File: src/sv/ppm_pkg.sv
// ----------------------------------------------------------------------------
// ppm_pkg
// Shared constants, register indexes and controller/datapath interface types
// for the PPM frame decoder.
// ----------------------------------------------------------------------------
`default_nettype none

package ppm_pkg;

   // frame geometry and lock rules
   localparam int CHANNELS      = 8;
   localparam int STABLE_FRAMES = 25;
   localparam int MIN_LOCK      = 4;
   localparam int MAX_LOCK      = 16;
   localparam int EARLY_CAPTURE = 32;

   localparam int IDX_W  = $clog2(CHANNELS);
   localparam int PC_W   = $clog2(CHANNELS + 1);
   localparam int LOCK_W = $clog2(MAX_LOCK + 1);
   localparam int ST_W   = $clog2(STABLE_FRAMES + 1);

   localparam int TIME_W = 32;
   localparam int CNT_W  = 16;
   localparam int CSR_W  = 16;
   localparam int CHN_W  = 3;

   localparam logic [CNT_W-1:0] NO_SIGNAL = '1;

   // configuration register indexes
   typedef enum logic [1:0] {
      REG_RELOAD    = 2'd0,
      REG_SYNC_MIN  = 2'd1,
      REG_PULSE_MIN = 2'd2,
      REG_PULSE_MAX = 2'd3
   } reg_index_type;

   localparam logic [CSR_W-1:0] RELOAD_RESET    = 16'd65535;
   localparam logic [CSR_W-1:0] SYNC_MIN_RESET  = 16'd2700;
   localparam logic [CSR_W-1:0] PULSE_MIN_RESET = 16'd750;
   localparam logic [CSR_W-1:0] PULSE_MAX_RESET = 16'd2250;

   // controller to datapath
   typedef struct packed {
      logic load_in;
      logic pre_add;
      logic calc_now;
      logic calc_gap;
      logic decide;
      logic emit_load;
   } dec_cmd_type;

   // datapath to controller
   typedef struct packed {
      logic edge_seen;
      logic is_sync;
      logic slot_free;
      logic emit_last;
   } dec_status_type;

endpackage

`default_nettype wire

File: src/sv/ppm_datapath.sv
// ----------------------------------------------------------------------------
// ppm_datapath
// Extended time base, gap measurement, channel buffer, lock tracking and the
// output register for channel words.
// ----------------------------------------------------------------------------
`default_nettype none

module ppm_datapath
   import ppm_pkg::*;
(
   input  wire logic               clock,
   input  wire logic               reset,
   input  wire dec_cmd_type        cmd,
   output dec_status_type          status,
   input  wire logic               req_edge_seen,
   input  wire logic               req_overflow_seen,
   input  wire logic [CNT_W-1:0]   req_capture_count,
   input  wire logic               csr_write,
   input  wire logic [1:0]         csr_index,
   input  wire logic [CSR_W-1:0]   csr_wdata,
   output logic                    rsp_valid,
   input  wire logic               rsp_stall,
   output logic [CHN_W-1:0]        rsp_channel_number,
   output logic [CNT_W-1:0]        rsp_channel_width,
   output logic                    rsp_frame_accepted,
   output logic                    rsp_last
);

   // configuration registers
   logic [CSR_W-1:0] reload_ff, sync_min_ff, pulse_min_ff, pulse_max_ff;

   // latched request
   logic             edge_ff, ovf_ff;
   logic [CNT_W-1:0] cap_ff;

   // time base
   logic [TIME_W-1:0] ext_ff, ext_in;
   logic [TIME_W-1:0] prev_ff, now_ff, gap_ff;

   // frame state
   logic [PC_W-1:0]  pc_ff, pc_in;
   logic [PC_W-1:0]  locked_ff, locked_in;
   logic [PC_W-1:0]  prev_count_ff;
   logic             prev_valid_ff;
   logic [ST_W-1:0]  stable_ff, stable_in;
   logic             tracking_ff, tracking_in;
   logic             accepted_ff;
   logic [CNT_W-1:0] frame_buf [CHANNELS];

   // emission
   logic [IDX_W-1:0] emit_idx_ff;
   logic             rsp_valid_ff;
   logic [CHN_W-1:0] rsp_chn_ff;
   logic [CNT_W-1:0] rsp_width_ff;
   logic             rsp_acc_ff, rsp_last_ff;

   logic early_cap, is_sync, in_window, lock_match, buf_write, emit_last;
   logic [CNT_W-1:0] emit_width;

   // configuration writes
   always_ff @(posedge clock) begin
      if (reset) begin
         reload_ff    <= RELOAD_RESET;
         sync_min_ff  <= SYNC_MIN_RESET;
         pulse_min_ff <= PULSE_MIN_RESET;
         pulse_max_ff <= PULSE_MAX_RESET;
      end else if (csr_write) begin
         unique case (reg_index_type'(csr_index))
            REG_RELOAD:    reload_ff    <= csr_wdata;
            REG_SYNC_MIN:  sync_min_ff  <= csr_wdata;
            REG_PULSE_MIN: pulse_min_ff <= csr_wdata;
            REG_PULSE_MAX: pulse_max_ff <= csr_wdata;
            default: ;
         endcase
      end
   end

   // an edge with a small capture came after the overflow
   assign early_cap = cap_ff < CNT_W'(EARLY_CAPTURE);

   // gap classification
   assign is_sync   = gap_ff > {{(TIME_W-CSR_W){1'b0}}, sync_min_ff};
   assign in_window = (gap_ff > {{(TIME_W-CSR_W){1'b0}}, pulse_min_ff}) &&
                      (gap_ff < {{(TIME_W-CSR_W){1'b0}}, pulse_max_ff}) &&
                      (pc_ff < PC_W'(CHANNELS));
   assign buf_write = cmd.decide && !is_sync && tracking_ff && in_window;

   // lock bookkeeping at frame end
   assign lock_match = prev_valid_ff && (pc_ff == prev_count_ff) &&
                       (LOCK_W'(pc_ff) >= LOCK_W'(MIN_LOCK)) &&
                       (LOCK_W'(pc_ff) <= LOCK_W'(MAX_LOCK));

   always_comb begin
      stable_in = stable_ff;
      locked_in = locked_ff;
      if (lock_match) begin
         if (stable_ff < ST_W'(STABLE_FRAMES)) stable_in = stable_ff + 1'b1;
         else                                  locked_in = pc_ff;
      end else begin
         stable_in = '0;
      end
   end

   // time base next value
   always_comb begin
      ext_in = ext_ff;
      if (cmd.pre_add && ovf_ff && (!edge_ff || early_cap))
         ext_in = ext_ff + {{(TIME_W-CSR_W){1'b0}}, reload_ff};
      else if (cmd.calc_gap && ovf_ff && !early_cap)
         ext_in = ext_ff + {{(TIME_W-CSR_W){1'b0}}, reload_ff};
   end

   // pulse count and tracking next value
   always_comb begin
      pc_in       = pc_ff;
      tracking_in = tracking_ff;
      if (cmd.decide) begin
         if (is_sync) begin
            pc_in       = '0;
            tracking_in = 1'b1;
         end else if (tracking_ff) begin
            if (in_window) pc_in       = pc_ff + 1'b1;
            else           tracking_in = 1'b0;
         end
      end
   end

   // request latch and time stamps
   always_ff @(posedge clock) begin
      if (cmd.load_in) begin
         edge_ff <= req_edge_seen;
         ovf_ff  <= req_overflow_seen;
         cap_ff  <= req_capture_count;
      end
      if (cmd.calc_now) now_ff <= ext_ff + {{(TIME_W-CNT_W){1'b0}}, cap_ff};
      if (cmd.calc_gap) gap_ff <= now_ff - prev_ff;
      if (buf_write) frame_buf[pc_ff[IDX_W-1:0]] <= gap_ff[CNT_W-1:0];
   end

   // frame and time state
   always_ff @(posedge clock) begin
      if (reset) begin
         ext_ff        <= '0;
         prev_ff       <= '0;
         pc_ff         <= '0;
         locked_ff     <= '0;
         prev_count_ff <= '0;
         prev_valid_ff <= 1'b0;
         stable_ff     <= '0;
         tracking_ff   <= 1'b1;
         accepted_ff   <= 1'b0;
      end else begin
         ext_ff      <= ext_in;
         pc_ff       <= pc_in;
         tracking_ff <= tracking_in;
         if (cmd.calc_gap) prev_ff <= now_ff;
         if (cmd.decide && is_sync) begin
            stable_ff     <= stable_in;
            locked_ff     <= locked_in;
            accepted_ff   <= (pc_ff == locked_in) && tracking_ff;
            prev_count_ff <= pc_ff;
            prev_valid_ff <= 1'b1;
         end
      end
   end

   // channel word for the current emit index
   assign emit_last  = emit_idx_ff == IDX_W'(CHANNELS - 1);
   assign emit_width = (accepted_ff && (PC_W'(emit_idx_ff) < locked_ff)) ?
                       frame_buf[emit_idx_ff] : NO_SIGNAL;

   // output register
   always_ff @(posedge clock) begin
      if (reset) begin
         rsp_valid_ff <= 1'b0;
         emit_idx_ff  <= '0;
      end else begin
         if (cmd.decide && is_sync) emit_idx_ff <= '0;
         else if (cmd.emit_load)    emit_idx_ff <= emit_idx_ff + 1'b1;
         if (cmd.emit_load)         rsp_valid_ff <= 1'b1;
         else if (!rsp_stall)       rsp_valid_ff <= 1'b0;
      end
   end

   always_ff @(posedge clock) begin
      if (cmd.emit_load) begin
         rsp_chn_ff   <= CHN_W'(emit_idx_ff);
         rsp_width_ff <= emit_width;
         rsp_acc_ff   <= accepted_ff;
         rsp_last_ff  <= emit_last;
      end
   end

   assign rsp_valid          = rsp_valid_ff;
   assign rsp_channel_number = rsp_chn_ff;
   assign rsp_channel_width  = rsp_width_ff;
   assign rsp_frame_accepted = rsp_acc_ff;
   assign rsp_last           = rsp_last_ff;

   assign status.edge_seen = edge_ff;
   assign status.is_sync   = is_sync;
   assign status.slot_free = !rsp_valid_ff || !rsp_stall;
   assign status.emit_last = emit_last;

   // checks
   a_pc_range: assert property (@(posedge clock) disable iff (reset)
      pc_ff <= PC_W'(CHANNELS))
      else $error("pulse count beyond buffer depth");

   a_locked_range: assert property (@(posedge clock) disable iff (reset)
      (locked_ff == '0) ||
      ((LOCK_W'(locked_ff) >= LOCK_W'(MIN_LOCK)) && (locked_ff <= PC_W'(CHANNELS))))
      else $error("locked channel count out of range");

   a_no_overwrite: assert property (@(posedge clock) disable iff (reset)
      cmd.emit_load |-> (!rsp_valid_ff || !rsp_stall))
      else $error("channel word overwritten while stalled");

   a_reject_blank: assert property (@(posedge clock) disable iff (reset)
      (rsp_valid_ff && !rsp_acc_ff) |-> (rsp_width_ff == NO_SIGNAL))
      else $error("rejected frame carries a width");

endmodule

`default_nettype wire

File: src/sv/ppm_ctrl.sv
// ----------------------------------------------------------------------------
// ppm_ctrl
// Sequencer for one timer event: overflow pre-add, time stamp, gap, decision,
// and at a sync gap the emission of all channel words.
// ----------------------------------------------------------------------------
`default_nettype none

module ppm_ctrl
   import ppm_pkg::*;
(
   input  wire logic           clock,
   input  wire logic           reset,
   input  wire logic           req_valid,
   output logic                req_stall,
   input  wire dec_status_type status,
   output dec_cmd_type         cmd
);

   typedef enum logic [2:0] {
      ST_IDLE,
      ST_PRE,
      ST_NOW,
      ST_GAP,
      ST_DECIDE,
      ST_EMIT
   } state_type;

   state_type state_ff;

   // state register
   always_ff @(posedge clock) begin
      if (reset) begin
         state_ff <= ST_IDLE;
      end else begin
         unique case (state_ff)
            ST_IDLE:   if (req_valid) state_ff <= ST_PRE;
            ST_PRE:    state_ff <= status.edge_seen ? ST_NOW : ST_IDLE;
            ST_NOW:    state_ff <= ST_GAP;
            ST_GAP:    state_ff <= ST_DECIDE;
            ST_DECIDE: state_ff <= status.is_sync ? ST_EMIT : ST_IDLE;
            ST_EMIT:   if (status.slot_free && status.emit_last) state_ff <= ST_IDLE;
            default:   state_ff <= ST_IDLE;
         endcase
      end
   end

   assign req_stall = state_ff != ST_IDLE;

   // commands
   always_comb begin
      cmd           = '0;
      cmd.load_in   = (state_ff == ST_IDLE) && req_valid;
      cmd.pre_add   = state_ff == ST_PRE;
      cmd.calc_now  = state_ff == ST_NOW;
      cmd.calc_gap  = state_ff == ST_GAP;
      cmd.decide    = state_ff == ST_DECIDE;
      cmd.emit_load = (state_ff == ST_EMIT) && status.slot_free;
   end

   // checks
   a_emit_after_sync: assert property (@(posedge clock) disable iff (reset)
      ((state_ff == ST_EMIT) && $past(state_ff == ST_DECIDE)) |->
      $past(status.is_sync))
      else $error("emission entered without sync gap");

   a_single_load: assert property (@(posedge clock) disable iff (reset)
      cmd.load_in |=> !cmd.load_in)
      else $error("second request taken while busy");

   a_decide_order: assert property (@(posedge clock) disable iff (reset)
      cmd.decide |-> $past(cmd.calc_gap))
      else $error("decision without fresh gap");

endmodule

`default_nettype wire

File: src/sv/ppm_frame_decoder.sv
// ----------------------------------------------------------------------------
// ppm_frame_decoder
// Decoder for pulse position modulation frames from timer capture events.
//
// Usage:
//   Request channel (req_): one timer event per request: edge flag, overflow
//   flag and 16-bit capture count. A request is taken when req_valid is high
//   and req_stall is low; req_stall is high while an event is being worked.
//   Response channel (rsp_): at a sync gap the block sends eight channel
//   words, number 0 to 7, last set on word 7, 65535 meaning no signal.
//   Sequence: an overflow-only event passes only the pre-add step; an edge
//   event walks the pre-add, time stamp, gap and decision steps in order on
//   the 32-bit time base. A sync edge then emits one channel word per cycle
//   through the single output register while the receiver does not stall.
//   Stall: a stalled response word holds in the output register; emission
//   and request intake wait until it is taken. The next request may be
//   taken while the final word still waits.
//   Reset: synchronous; clears time base, lock state and pending output, and
//   loads the default register values. Registers are to be written through
//   csr_ only while the block is idle; the block itself does not enforce it.
// ----------------------------------------------------------------------------
`default_nettype none

module ppm_frame_decoder
   import ppm_pkg::*;
(
   input  wire logic              clock,
   input  wire logic              reset,
   input  wire logic              req_valid,
   output logic                   req_stall,
   input  wire logic              req_edge_seen,
   input  wire logic              req_overflow_seen,
   input  wire logic [CNT_W-1:0]  req_capture_count,
   output logic                   rsp_valid,
   input  wire logic              rsp_stall,
   output logic [CHN_W-1:0]       rsp_channel_number,
   output logic [CNT_W-1:0]       rsp_channel_width,
   output logic                   rsp_frame_accepted,
   output logic                   rsp_last,
   input  wire logic              csr_write,
   input  wire logic [1:0]        csr_index,
   input  wire logic [CSR_W-1:0]  csr_wdata
);

   dec_cmd_type    cmd;
   dec_status_type status;

   // sequencer
   ppm_ctrl u_ctrl (
      .clock     (clock),
      .reset     (reset),
      .req_valid (req_valid),
      .req_stall (req_stall),
      .status    (status),
      .cmd       (cmd)
   );

   // datapath
   ppm_datapath u_datapath (
      .clock              (clock),
      .reset              (reset),
      .cmd                (cmd),
      .status             (status),
      .req_edge_seen      (req_edge_seen),
      .req_overflow_seen  (req_overflow_seen),
      .req_capture_count  (req_capture_count),
      .csr_write          (csr_write),
      .csr_index          (csr_index),
      .csr_wdata          (csr_wdata),
      .rsp_valid          (rsp_valid),
      .rsp_stall          (rsp_stall),
      .rsp_channel_number (rsp_channel_number),
      .rsp_channel_width  (rsp_channel_width),
      .rsp_frame_accepted (rsp_frame_accepted),
      .rsp_last           (rsp_last)
   );

endmodule

`default_nettype wire
File: config.mk
export PLATFORM = sky130hd
export DESIGN_NAME = ppm_frame_decoder
export DESIGN_NICKNAME = d
export VERILOG_FILES = /design/src/sv/ppm_pkg.sv /design/src/sv/ppm_datapath.sv /design/src/sv/ppm_ctrl.sv /design/src/sv/ppm_frame_decoder.sv
export SDC_FILE = /design/constraint.sdc
export NUM_CORES = 1
export LEC_CHECK = 0
export ABC_AREA = 1
export BUFFER_PORTS_ARGS = -buffer_cell sky130_fd_sc_hd__buf_4
export CAP_MARGIN = 20
export CORE_MARGIN = 2
export CORE_UTILIZATION = 40
export CTS_BUF_LIST = sky130_fd_sc_hd__clkbuf_2 sky130_fd_sc_hd__clkbuf_4 sky130_fd_sc_hd__clkbuf_8
export DETAILED_ROUTE_END_ITERATION = 7
export GPL_ROUTABILITY_DRIVEN = 0
export PLACE_DENSITY = 0.53
export SLEW_MARGIN = 15
export SYNTH_ARGS = -nofsm -noshare
export SYNTH_HDL_FRONTEND = slang
export SYNTH_SLANG_ARGS = --single-unit
File: constraint.sdc
create_clock -name clock -period 6 [get_ports clock]
set_input_delay 1.2 -clock clock [delete_from_list [all_inputs] [get_ports clock]]
set_output_delay 1.2 -clock clock [all_outputs]
set_load 0.01 [all_outputs]
==> metrics list, run 1 <==
- Critical path data arrival time: 3220 ps
* Result of the run: finished, final reports clean
* Post-Syn Nets: 2,375
* CTS buffer count: 69
- Kind of end point of the critical path: register
- TritonCTS clock tree: built
* Slowest-stage cell, CP: sky130_fd_sc_hd__edfxtp_1
- The tightest min-delay check is of the register to register type.
* Clock-pin slew reported for the worst setup and hold paths after clock tree synthesis: 60 ps
* Die Y-Extent: 225 um
* Die extent in x: roughly 230 um
- After synthesis, the share of flip-flops with an asynchronous set or reset is 0%.
* Layout Area Growth over Synthesis: 12.7%
- Main area contributors after synthesis: sky130_fd_sc_hd__edfxtp_1 (35%), sky130_fd_sc_hd__dfxtp_1 (16%), sky130_fd_sc_hd__nand2_1 (7.8%)
- Antenna fix cells: 0
- Maximum number of pins on one net before global-route repair: 75
- Share of cell area taken by muxes after synthesis: 0%
- After global routing the overflow that remains totals 0.
- Across the run, the number of max-cap violations was 0.
- Traced cell by cell, the critical path runs through ha_1 > nand2_1 > inv_1 > nand2_1 > nand2_1 > a21oi_1 > nand4_1 > nand2_1 > nand3_2 > inv_1.
- By area, the combinational part of the netlist is dominated by simple AND/OR/NAND/NOR gates.
- Placed cell area: between 0.02 and 0.025 sq mm
* Number of hold violations in the final report: 0
- The worst setup path is of the register to register kind.
- In this run the post-CTS setup repair buffer count came out at 0.
- Along the worst hold path, the cell count comes to 2.
- Maximum operating frequency: 335 MHz
* Clock Root Buffer: sky130_fd_sc_hd__clkbuf_8
- Between clock sinks in the finished design, the worst skew comes to 54.4 ps.
- DRC errors left: 0
* Share of the clock period used by the worst path: 49.8%
* Setup tns final: 0 ps
- Detailed placement finished with a half-perimeter wire length of ~35 mm.
- Total detailed-routing wirelength: roughly 50 mm
* Gr usage total: approximately a fifth
* Initial antenna violation count: 0
* Post-synthesis cell type count: 46
* Vias per cell: 5.11
* Wire length of the first global-routing pass: just under 80 mm
* Pin slew with the least headroom to its limit: 906 ps
* Post-CTS Resized: 0
- Total of hold buffers inserted after clock tree synthesis: 0
* Number of top-level pins: 64
* Count of input and output buffers: 63
* Placement row count: 81
- Die Area: 0.0507 sq mm
* Area fraction in compound gates after synthesis: between 10% and 20%
* Endpoint required time on the critical path: 6240 ps
- At the later pin of the worst-skew pair, clock insertion delay measures around 640 ps.
- Length of the first detailed-routing pass in iterations: 5
* DRT antenna net count: 0
- Mean Syn Cell Area: 8.84 sq um
- The cell count after synthesis came out at 2,215.
- Post-Synthesis Cell Area: 0.0196 sq mm
- Detailed Route Iter0 Violations: between 1,000 and 1,500
- Along the worst path, the maximum fanout reaches 16.
- Biggest area consumer among synthesized cells: sky130_fd_sc_hd__edfxtp_1
- Summing the areas of all xor and xnor instances in the mapped netlist gives 2.82% of the synthesized area.
* Adder-cell share of the synthesized area: 7.72%
- In this run the static leakage power is 8.94 nW.
- After Yosys synthesis, and, or, nand and nor cells account for 18.1% of the synthesized area.
- VDD sags by at most 0.158 mV.
* Number of cell instances on the worst register-to-register path: 10
- Startpoint type of the worst setup path: register
- The post-route netlist has 9.71% of its cells at a drive strength greater than 1.
- For this design, the sink count on the clock tree is 386.
* Top flip-flop cell by instance count after synthesis: sky130_fd_sc_hd__edfxtp_1
- Counting flops with a built-in enable in the synthesized netlist gives 231.
* Most used standard cell by instance count after synthesis: sky130_fd_sc_hd__nand2_1
- The initial utilization of the core area, before any placement, comes to 40.2%.
* Most frequent cells after synthesis: sky130_fd_sc_hd__nand2_1 (407), sky130_fd_sc_hd__nor2_1 (261), sky130_fd_sc_hd__inv_1 (247), sky130_fd_sc_hd__edfxtp_1 (231), sky130_fd_sc_hd__a21oi_1 (198)
- Setup repair after global routing left no endpoint under its margin.
- Pins Over Slew Limit: 0
- Total number of vias: ~15,000
- The routed design could run at a clock period as short as roughly 3000 ps.
- Vias in the first global route: 14,563
* Nets: 2,457
* Core ar.: 0.0486 sq mm
* Post-route cell area: 0.0220 sq mm
- Total power for the finished layout comes to slightly above 6 mW.
- Power per Cell Area: 277 mW/mm^2
- Dividing the detail-routed wire length by the instance count gives 16.5 um.
- Hold Worst Slack: approximately 460 ps
- In this run the tightest slew margin relative to its limit is 39.5%.
- After synthesis the netlist holds a flip-flop and latch count of 386.
* Setup-violating endpoint count in the final report: 0
- Most frequent cell on the critical path: sky130_fd_sc_hd__nand2_1
- The share of the Yosys chip area taken by registers is 51.3%.
- During synthesis, Yosys emitted a total of 0 warnings.
- The top cell type by area accounts for 35.4% of the synthesized area.
- Delay of the slowest cell on the worst path: ~730 ps
- Maximum count of clock buffers along a single path: 3
- Number of levels in the clock H-tree: 3
## registers in the layout, indices dropped and copies added, names as in the netlist, 3 cells and up
signal                         count
u_datapath.frame_buf             128
u_datapath.ext_ff                 32
u_datapath.gap_ff                 32
u_datapath.now_ff                 32
u_datapath.prev_ff                32
u_datapath.cap_ff                 16
u_datapath.pulse_max_ff           16
u_datapath.pulse_min_ff           16
u_datapath.reload_ff              16
u_datapath.rsp_channel_width      16
u_datapath.sync_min_ff            16
u_datapath.stable_ff               5
u_datapath.locked_ff               4
u_datapath.pc_ff                   4
u_datapath.prev_count_ff           4
u_ctrl.state_ff                    3
u_datapath.emit_idx_ff             3
u_datapath.rsp_channel_number      3
## area by class of cell
| cell class | count | area (sq um) |
|---|---|---|
| timing repair buffer | 80 | 613 |
| sequential | 386 | 10000 |
| fill | 4764 | 26600 |
| tap | 622 | 778 |
| inverter | 256 | 962 |
| clock buffer | 96 | 1180 |
| clock inverter | 25 | 176 |
| multi-input combinational | 1504 | 8290 |
## where the power goes
group,leakage (nW),switching [mW],internal [mW]
sequential,3.30,0.0526,2.89
combinational,4.92,0.482,0.254
clock,0.722,1.11,1.33
total,8.94,1.64,4.47
## stage by stage
| stage | cells | setup slack, ps | util, % |
|---|---|---|---|
| after floorplan | 2215 | 3260 | - |
| after global placement | 2847 | 2680 | 42.5 |
| after detailed placement | 2848 | 2680 | 42.5 |
| after CTS | 2969 | 2990 | 45.3 |
| after global routing | 2969 | 2720 | 45.3 |
| final | 2969 | 3010 | 45.3 |
## worst paths after layout
path	start	slack (ps)	to
worst max-delay path	u_datapath.gap_ff[10]	3010	u_datapath.frame_buf[7][12]
worst max register to register	u_datapath.gap_ff[10]	3010	u_datapath.frame_buf[7][12]
worst min-delay path	u_datapath.prev_ff[25]	460	u_datapath.prev_ff[25]
worst min register to register	u_datapath.prev_ff[25]	460	u_datapath.prev_ff[25]
## layer usage
metal  vias up  GRT usage [%]  share of wire (%)  routed length [um]
met2       347           31.6                 45               22200
met4         0           9.19                3.9                1920
met5         -              0                  0                   0
met3        97           3.27                4.8                2350
li1       7722              -                  -                   -
met1      7011           25.9                 46               22600
## logic make-up after synthesis
kind of cell / count (synthesis)
and+or+nand+nor: 844
xor gates and xnor gates: 63
buffers and inverters: 325
AOI/OAI and AO/OA: 478
DFF: 386
adders and majority gates: 119
## placed cells by master, fill, tap and decap left out, types with 3 or more instances in the layout
cell type                    n
sky130_fd_sc_hd__a21o_1      9
sky130_fd_sc_hd__a21oi_1   198
sky130_fd_sc_hd__a31oi_1     5
sky130_fd_sc_hd__buf_4      79
sky130_fd_sc_hd__clkbuf_4   22
sky130_fd_sc_hd__clkbuf_8   74
sky130_fd_sc_hd__clkinv_1   10
sky130_fd_sc_hd__clkinv_2   10
sky130_fd_sc_hd__dfxtp_1   153
sky130_fd_sc_hd__edfxtp_1  231
sky130_fd_sc_hd__fa_1        3
sky130_fd_sc_hd__ha_1      116
sky130_fd_sc_hd__inv_1     245
sky130_fd_sc_hd__inv_2       9
sky130_fd_sc_hd__nand2_1   407
sky130_fd_sc_hd__nand2_2     3
sky130_fd_sc_hd__nand3_1   103
sky130_fd_sc_hd__nand3_2     4
sky130_fd_sc_hd__nand4_1    30
sky130_fd_sc_hd__nor2_1    260
sky130_fd_sc_hd__nor3_1     18
sky130_fd_sc_hd__nor3_2      5
sky130_fd_sc_hd__nor4_1      3
sky130_fd_sc_hd__o211ai_1   31
sky130_fd_sc_hd__o21a_1      3
sky130_fd_sc_hd__o21ai_0   173
sky130_fd_sc_hd__o21ai_1     8
sky130_fd_sc_hd__o21bai_1    6
sky130_fd_sc_hd__o32ai_1    32
sky130_fd_sc_hd__xnor2_1    17
sky130_fd_sc_hd__xor2_1     46
## critical path: cells and delay by family, from the launching register on
| kind | cells | cell delay [ps] |
|---|---|---|
| AO/OA/AOI/OAI | 1 | 170 |
| adder cells (fa/ha/maj) | 1 | 340 |
| buffers and inverters | 2 | 680 |
| flip-flops | 1 | 730 |
| AND/OR/NAND/NOR | 6 | 700 |
(Power assumes the default switching activity.)
==> inputs of run 2 (changes only) <==
--- a/config.mk
+++ b/config.mk
@@ -13,7 +13,7 @@
 export CTS_BUF_LIST = sky130_fd_sc_hd__clkbuf_2 sky130_fd_sc_hd__clkbuf_4 sky130_fd_sc_hd__clkbuf_8
 export DETAILED_ROUTE_END_ITERATION = 7
 export GPL_ROUTABILITY_DRIVEN = 0
-export PLACE_DENSITY = 0.53
+export PLACE_DENSITY = 0.55
 export SLEW_MARGIN = 15
 export SYNTH_ARGS = -nofsm -noshare
 export SYNTH_HDL_FRONTEND = slang
==> constraint.sdc (replaced) <==
create_clock -name clock -period 2.49 [get_ports clock]
set_input_delay 0.498 -clock clock [delete_from_list [all_inputs] [get_ports clock]]
set_output_delay 0.498 -clock clock [all_outputs]
set_load 0.01 [all_outputs]
==> run 2 against run 1 <==
  * Power increased by 150%
  * Global-route usage increased by 0.49 points
  * Combinational power increased to 2.6 times the previous value
  * Setup slack got worse by 3000 ps
  * Clock power increased to 2.5 times the previous value
  * Cell area increased by 4.9%
  * Worst hold slack got worse by 400 ps
  * Critical endpoint is now u_datapath.frame_buf[1][4]
  * Largest power group unchanged
  * Critical path type unchanged
==> metrics list, run 2 (synthesized netlist as in run 1, its figures left out) <==
- Chain of cells forming the critical path: ha_1 > a21oi_1 > o21ai_0 > nand2_1 > nand2_1 > nor2_4 > nand2_4 > nor2_8 > nand3_4 > nor3_4 > clkbuf_16
* Kind of end point of the critical path: register
- Endpoint required time on the critical path: 2860 ps
- The die is between 200 and 250 um wide.
- The register with the most flip-flops in the layout has 128 of them.
- Total number of vias: about 16,000
- The die is 225 um tall.
- Counting cells, the worst reg-to-reg path comes to 11.
- Relative slew slack: 59.4%
* Number of top-level pins: between 60 and 70
* Startpoint type of the worst setup path: register
- In the final layout, the share of cells above drive strength 1 is 13.5%.
- Per-cell routed wire length: between 15 and 20 um
* Portion of total power attributed to combinational logic: 12.8%
- Post-route cell area: 0.0231 sq mm
- 0 antenna diodes ended up in the layout.
- Relative to the synthesized area, the layout overhead comes to 18.1%.
- Maximum fanout count along the critical path: 8
- Internal power summed over all cells: between 10 and 15 mW
- Maximum operating frequency: approximately 400 MHz
- Core ar.: 0.0486 sq mm
- Wires add up to 50.4 mm.
* Pins Over Slew Limit: 0
- Global routing used between 20% and 30% of the available tracks across all layers.
* Slowest-stage cell, CP: sky130_fd_sc_hd__edfxtp_1
- Most frequent cell on the critical path: sky130_fd_sc_hd__nand2_1
- Placement row count: 81
- Share of the clock period used by the worst path: between 90% and 100%
* Detailed Route Iter0 Violations: between 900 and 1,000
* Total of max-cap violations: 0
- GRT overflow: 0
- Share of the core filled with cells: between 40 and 50%
* Most common cell after layout, fill and taps aside: sky130_fd_sc_hd__nand2_1
- Pleak: roughly 9.4 nW
* Clock-pin slew reported for the worst setup and hold paths after clock tree synthesis: 60 ps
- Setup violations remaining at the end of the flow were counted as 0.
- In this run the remaining antenna-violating nets after routing total 0.
* Clk pwr share: 40.5%
* Pin slew with the least headroom to its limit: 609 ps
- The number of global-route vias before repair was 15,107.
- TritonCTS built the clock tree.
* Worst min-delay path category: input port to register
* Vias per cell: 5.11
* Net switching power: 4.04 mW
- The routed design could run at a clock period as short as 2430 ps.
- Tracing the worst setup path back leads to its startpoint at u_datapath.gap_ff[11].
- Clock Root Buffer: sky130_fd_sc_hd__clkbuf_8
- DRC errors left: 0
- The library cells used most frequently in the layout, excluding fill and tap cells, are sky130_fd_sc_hd__nand2_1 (397), sky130_fd_sc_hd__nor2_1 (254), sky130_fd_sc_hd__inv_1 (243), sky130_fd_sc_hd__edfxtp_1 (231), sky130_fd_sc_hd__a21oi_1 (194).
- Maximum count of clock buffers along a single path: 3
* R2r endpoint: u_datapath.frame_buf[1][4]
* Setup slack, reg-to-reg: 60 ps
* Power per Cell Area: 655 mW/mm^2
- Type of the worst setup path: register to register
- Highest ir drop seen on vdd: 0.419 mV
* Proportion of total power due to net switching: a little over a quarter
- The clock tree synthesis step divided the H-tree into 3 levels.
* Maximum clock skew at final layout: approximately 52 ps
- After detailed placement, the total cell area comes to around 0.021 sq mm.
- Worst setup path endpoint: u_datapath.frame_buf[1][4]
* Delay of the slowest cell on the worst path: about 440 ps
- Clk Latency, worst-skew pair: around 660 ps
- Critical path data arrival time: about 2800 ps
- The die covers 0.0507 sq mm.
* Result of the run: finished, final reports clean
* Beginning of the worst register-to-register path: u_datapath.gap_ff[11]
- Starting utilization of the core area: 40.2%
* Total Power Consumption: 15.1 mW
* Number of clock sinks: approximately 390
- Count of input and output buffers: 63
- Initial antenna violation count: 0
* Setup tns final: 0 ps
- Wire length of the first global-routing pass: 80.2 mm
* Number of hold violations in the final report: 0
- CTS buffer count: 69
- The final layout contains 2,539 nets.
* RSZ-0062 raised after global routing: true
- Sequential cells burn 46.7% of the power.
- Entering global routing, the biggest net connects 61 pins.
* Post-DP HPWL: 37.4 mm
- The pre-antenna-repair detailed-routing pass consisted of 5 iterations.
run 2: cell types whose count changed in the layout (fill, tap and decap cells not counted), moves of 4 or more:
cell                            before  now
sky130_fd_sc_hd__nand2_1           407  397
sky130_fd_sc_hd__nor2_2              2    6
sky130_fd_sc_hd__nor3_4              1    5
sky130_fd_sc_hd__buf_4              79  134
sky130_fd_sc_hd__a21oi_2             2    6
sky130_fd_sc_hd__dlygate4sd3_1       0   16
sky130_fd_sc_hd__nand2_2             3   10
sky130_fd_sc_hd__nand3_1           103   99
sky130_fd_sc_hd__a21oi_1           198  194
sky130_fd_sc_hd__clkbuf_4           22   26
sky130_fd_sc_hd__clkinv_2           10    5
sky130_fd_sc_hd__clkbuf_8           74   79
sky130_fd_sc_hd__nor2_1            260  254
sky130_fd_sc_hd__buf_12              1   11
run 2: per-stage QoR:
| step | hold WS [ps] | cells | worst slack, ps |
|---|---|---|---|
| final | 54.1 | 3057 | 59.6 |
| after global routing | 20.7 | 3057 | -96.0 |
| after CTS | 3.55 | 3047 | 3.49 |
| after detailed placement | 449 | 2903 | 49.4 |
| after global placement | 441 | 2903 | 92.5 |
| after floorplan | 431 | 2215 | -191 |
run 2: power by group through the flow:
stage	sequential (mW)	combinational [mW]	clock [mW]
after floorplan	7.16	1.29	0
after global placement	7.21	1.86	0
after detailed placement	7.21	1.87	0
after CTS	7.07	1.90	6.33
after global routing	7.09	2.19	6.59
final	7.08	1.93	6.13
run 2: timing repair:
action / 4_1_cts / 5_1_grt
hold buffers: 16 / 0
pin swaps: 0 / 16
hold endpoints to repair: 16 / 0
setup buffers: 1 / 9
cloned: 0 / 1
resized for setup: 0 / 40
setup endpoints to repair: 1 / 125
run 2: how the worst min path moves through the flow:
stage                               endpoint              startpoint  depth (start not counted)
6_report               u_datapath.cap_ff[12]   req_capture_count[12]                          1
5_1_grt                u_datapath.cap_ff[12]   req_capture_count[12]                          1
4_1_cts                u_datapath.cap_ff[12]   req_capture_count[12]                          1
3_5_place_dp           u_datapath.prev_ff[6]   u_datapath.prev_ff[6]                          2
3_3_place_gp          u_datapath.prev_ff[13]  u_datapath.prev_ff[13]                          2
2_1_floorplan  u_datapath.rsp_frame_accepted  u_datapath.accepted_ff                          0
run 2: critical path: cells and delay by family (launching register included):
| family | cells | cell delay, ps |
|---|---|---|
| simple gates | 7 | 880 |
| flops | 1 | 440 |
| fa+ha+maj | 1 | 340 |
| compound gates | 2 | 280 |
| buf+inv | 1 | 210 |
run 2: routing by layer:
metal	GRT usage, %	vias to the layer above	part of all wire (%)
li1	-	7906	-
met1	25.4	7281	45
met2	34.5	332	48
met3	3.10	93	3.9
met4	8.27	0	3.2
met5	0	-	0
run 2: cell type report:
class                   instances  area, sq um
clock buffers                 105         1280
clock inverters                22          170
fillers                      4629        25500
inverters                     256          965
multi-input cells            1504         8470
flip-flops and latches        386        10000
well taps                     622          778
repair buffers                162         1410
==> inputs of run 3 (changes only) <==
--- a/config.mk
+++ b/config.mk
@@ -6,7 +6,7 @@
 export NUM_CORES = 1
 export LEC_CHECK = 0
 export ABC_AREA = 1
-export BUFFER_PORTS_ARGS = -buffer_cell sky130_fd_sc_hd__buf_4
+export BUFFER_PORTS_ARGS = -buffer_cell sky130_fd_sc_hd__buf_2
 export CAP_MARGIN = 20
 export CORE_MARGIN = 2
 export CORE_UTILIZATION = 40
==> run 3 against run 2 <==
  * Sequential power barely moved
  * Cell count about the same
  * Worst hold slack improved by 30 ps
  * Power is 0.17% higher
  * Register-to-register slack got worse by 30 ps
  * First-iteration DRC count decreased by 5.1%
  * Count of clock-buffer cells in the layout decreased by 4
  * Critical path depth stayed put
  * Utilization shrank 0.35 points
  * Clock skew grew 4.9 ps
  * Cell area shrank 0.75%
  * Non-clock buffer count decreased by 2
  * Critical path type unchanged
  * Largest cell class unchanged
  * Largest power group unchanged
==> metrics list, run 3 (synthesized netlist as in run 1, its figures left out) <==
* Clk Latency, worst-skew pair: 640 ps
* CTS buffer count: 69
- Internal power summed over all cells: 11.1 mW
* Startpoint type of the worst setup path: register
- Leaving out fill and tap cells, the most frequent cell in the layout is sky130_fd_sc_hd__nand2_1.
* Length of the first detailed-routing pass in iterations: 8
- Detailed placement ended at an HPWL of 37.3 mm.
* Pin slew with the least headroom to its limit: 578 ps
- The analysis attributes to net switching a power of 4.06 mW.
- Pins Over Slew Limit: 0
- In the routed design, unresolved DRC markers number 0.
- In this run the static leakage power is 9.34 nW.
- Dividing total power by cell area gives a power density of 661 mW/mm^2.
- The count of cells in the finished layout, fillers not included, comes to roughly 3,000.
- In this run the standard cell core region covers 0.0486 sq mm.
- Buffers & Inverters on Critical Path: 1
* Clock Root Buffer: sky130_fd_sc_hd__clkbuf_8
- Maximum count of clock buffers along a single path: 3
- Measured against its own limit, the worst slew margin works out to 61.2%.
- Of the total power, combinational logic draws 12.4%.
- Wire length of the first global-routing pass: 80.7 mm
* Count of input and output buffers: 63
- In this run the worst hold path is classified as input port to register.
- Total detailed-routing wirelength: 50.5 mm
- Slowest-stage cell, CP: sky130_fd_sc_hd__edfxtp_1
* Hold Path Depth: 1
- Setup-violating endpoint count in the final report: 0
* Number of cell instances on the worst register-to-register path: 11
- Share of power burned in registers: a little under half
- Delay of the slowest cell on the worst path: 530 ps
- DRT antenna net count: 0
- Most frequent cell on the critical path: sky130_fd_sc_hd__nand2_1
* Gr usage total: about 20%
- Entering global routing, the biggest net connects 67 pins.
* Die extent in x: 225 um
- Vias in the first global route: between 15,000 and 20,000
- Net switching is 26.8% of the power.
- Clock-pin slew was measured on the worst setup and hold paths at about 60 ps.
* Die Area: around 0.051 sq mm
* Setup tns final: 0 ps
- Maximum fanout count along the critical path: 8
- The floorplan has between 80 and 90 rows.
* Number of levels in the clock H-tree: 3
- Layout cell share with drive strength beyond 1: 13.0%
* Cell family with the largest share of critical-path delay: simple AND/OR/NAND/NOR gates
- Total number of vias: 15,505
- Most used cells in the layout excluding fill and tap cells: sky130_fd_sc_hd__nand2_1 (404), sky130_fd_sc_hd__nor2_1 (254), sky130_fd_sc_hd__inv_1 (243), sky130_fd_sc_hd__edfxtp_1 (231), sky130_fd_sc_hd__a21oi_1 (196)
- Maximum clock skew at final layout: 57.0 ps
* Endpoint required time on the critical path: 2850 ps
* TritonCTS clock tree: built
- Share of the core filled with cells: 47.2%
- Setup repair after global routing could not meet its margin everywhere.
- Number of top-level pins: 64
* Type of the worst setup path: register to register
- Kind of end point of the critical path: register
* Result of the run: finished, final reports clean
* Final period demand of the worst path: 2460 ps
* Nets: around 2,500
* Highest ir drop seen on vdd: 0.418 mV
- The final critical path takes up between 90 and 100% of the cycle.
* Initial antenna violation count: 0
* Total of max-cap violations: 0
* Largest register FFs: approximately 130
- Number of hold violations in the final report: 0
- The clock net in this run drives a total of 386 sinks.
- Including well taps, the total number of placed cells is approximately 2,900.
- The area growth from synthesis to layout is 17.3%.
- Maximum operating frequency: 407 MHz
- Critical path data arrival time: 2820 ps
- Antenna fix cells: 0
- Detailed Route Iter0 Violations: ~920
* Die Y-Extent: ~230 um
- Chain of cells forming the critical path: ha_1 > nand2_1 > nor2_1 > nand2_1 > nor2_1 > nand2_1 > nand4_1 > nand2_4 > nand3_4 > nor3_4 > clkbuf_16
- Starting utilization of the core area: between 40% and 50%
* Clk pwr share: 40.9%
- Vias per cell: ~5.1
- Worst path depth: 11
- After global routing the overflow that remains totals 0.
- Dividing the detail-routed wire length by the instance count gives 16.5 um.
[run 3: changes by cell type in the layout (fill, tap and decap cells not counted), moves of 3 or more]
cell / delta
sky130_fd_sc_hd__ha_4: -3
sky130_fd_sc_hd__buf_4: -69
sky130_fd_sc_hd__clkbuf_4: -3
sky130_fd_sc_hd__nand2_2: -5
sky130_fd_sc_hd__nand2_1: +7
sky130_fd_sc_hd__buf_2: +63
[run 3: routing by layer]
layer	global-route usage, %	wire length (um)
met3	3.79	2300
met5	0	0
met2	34.2	23900
met4	8.89	1810
met1	25.6	22500
[run 3: through the flow]
stage	cell area (sq um)	power [mW]	setup slack, ps	hold WS, ps
4_1_cts	22700	15.4	41.2	55.0
3_3_place_gp	21100	9.03	76.3	442
2_1_floorplan	19600	8.45	-191	431
5_1_grt	22900	15.9	-139	58.2
3_5_place_dp	21100	9.05	-1.37	449
6_report	22900	15.2	30.7	83.8
[run 3: power by group through the flow]
| stage | Sequential, mW | Combinational (mW) | Clock (mW) |
|---|---|---|---|
| CTS | 7.08 | 1.88 | 6.42 |
| detailed placement | 7.21 | 1.84 | 0 |
| global route | 7.08 | 2.14 | 6.72 |
| floorplan | 7.16 | 1.29 | 0 |
| global placement | 7.21 | 1.83 | 0 |
| finish | 7.08 | 1.89 | 6.21 |
[run 3: path summary, 6_finish.rpt]
kind / slack, ps / startpoint / end
max reg2reg: 30 / u_datapath.gap_ff[8] / u_datapath.frame_buf[1][0]
max: 30 / u_datapath.gap_ff[8] / u_datapath.frame_buf[1][0]
min: 80 / req_capture_count[15] / u_datapath.cap_ff[15]
min reg2reg: 450 / u_datapath.prev_ff[22] / u_datapath.prev_ff[22]
[run 3: cell type report]
class | count | area (sq um)
fill | 4651 | 25700
sequential | 386 | 10000
multi-input combinational | 1504 | 8410
timing repair buffer | 160 | 1280
clock buffer | 101 | 1250
inverter | 256 | 970
tap | 622 | 778
clock inverter | 25 | 218
[run 3: timing repair]
action	in CTS	in global routing
setup endpoints to repair	16	143
gates cloned	0	2
hold buffers	17	0
resized for setup	1	31
setup buffers	0	7
pin swaps	0	3
hold endpoints to repair	17	0
[run 3: worst register-to-register path, stage by stage (launching register included)]
cell	delay, ps
sky130_fd_sc_hd__edfxtp_1	530
sky130_fd_sc_hd__ha_1	350
sky130_fd_sc_hd__nand2_1	70
sky130_fd_sc_hd__nor2_1	40
sky130_fd_sc_hd__nand2_1	90
sky130_fd_sc_hd__nor2_1	60
sky130_fd_sc_hd__nand2_1	80
sky130_fd_sc_hd__nand4_1	160
sky130_fd_sc_hd__nand2_4	170
sky130_fd_sc_hd__nand3_4	120
sky130_fd_sc_hd__nor3_4	280
sky130_fd_sc_hd__clkbuf_16	230
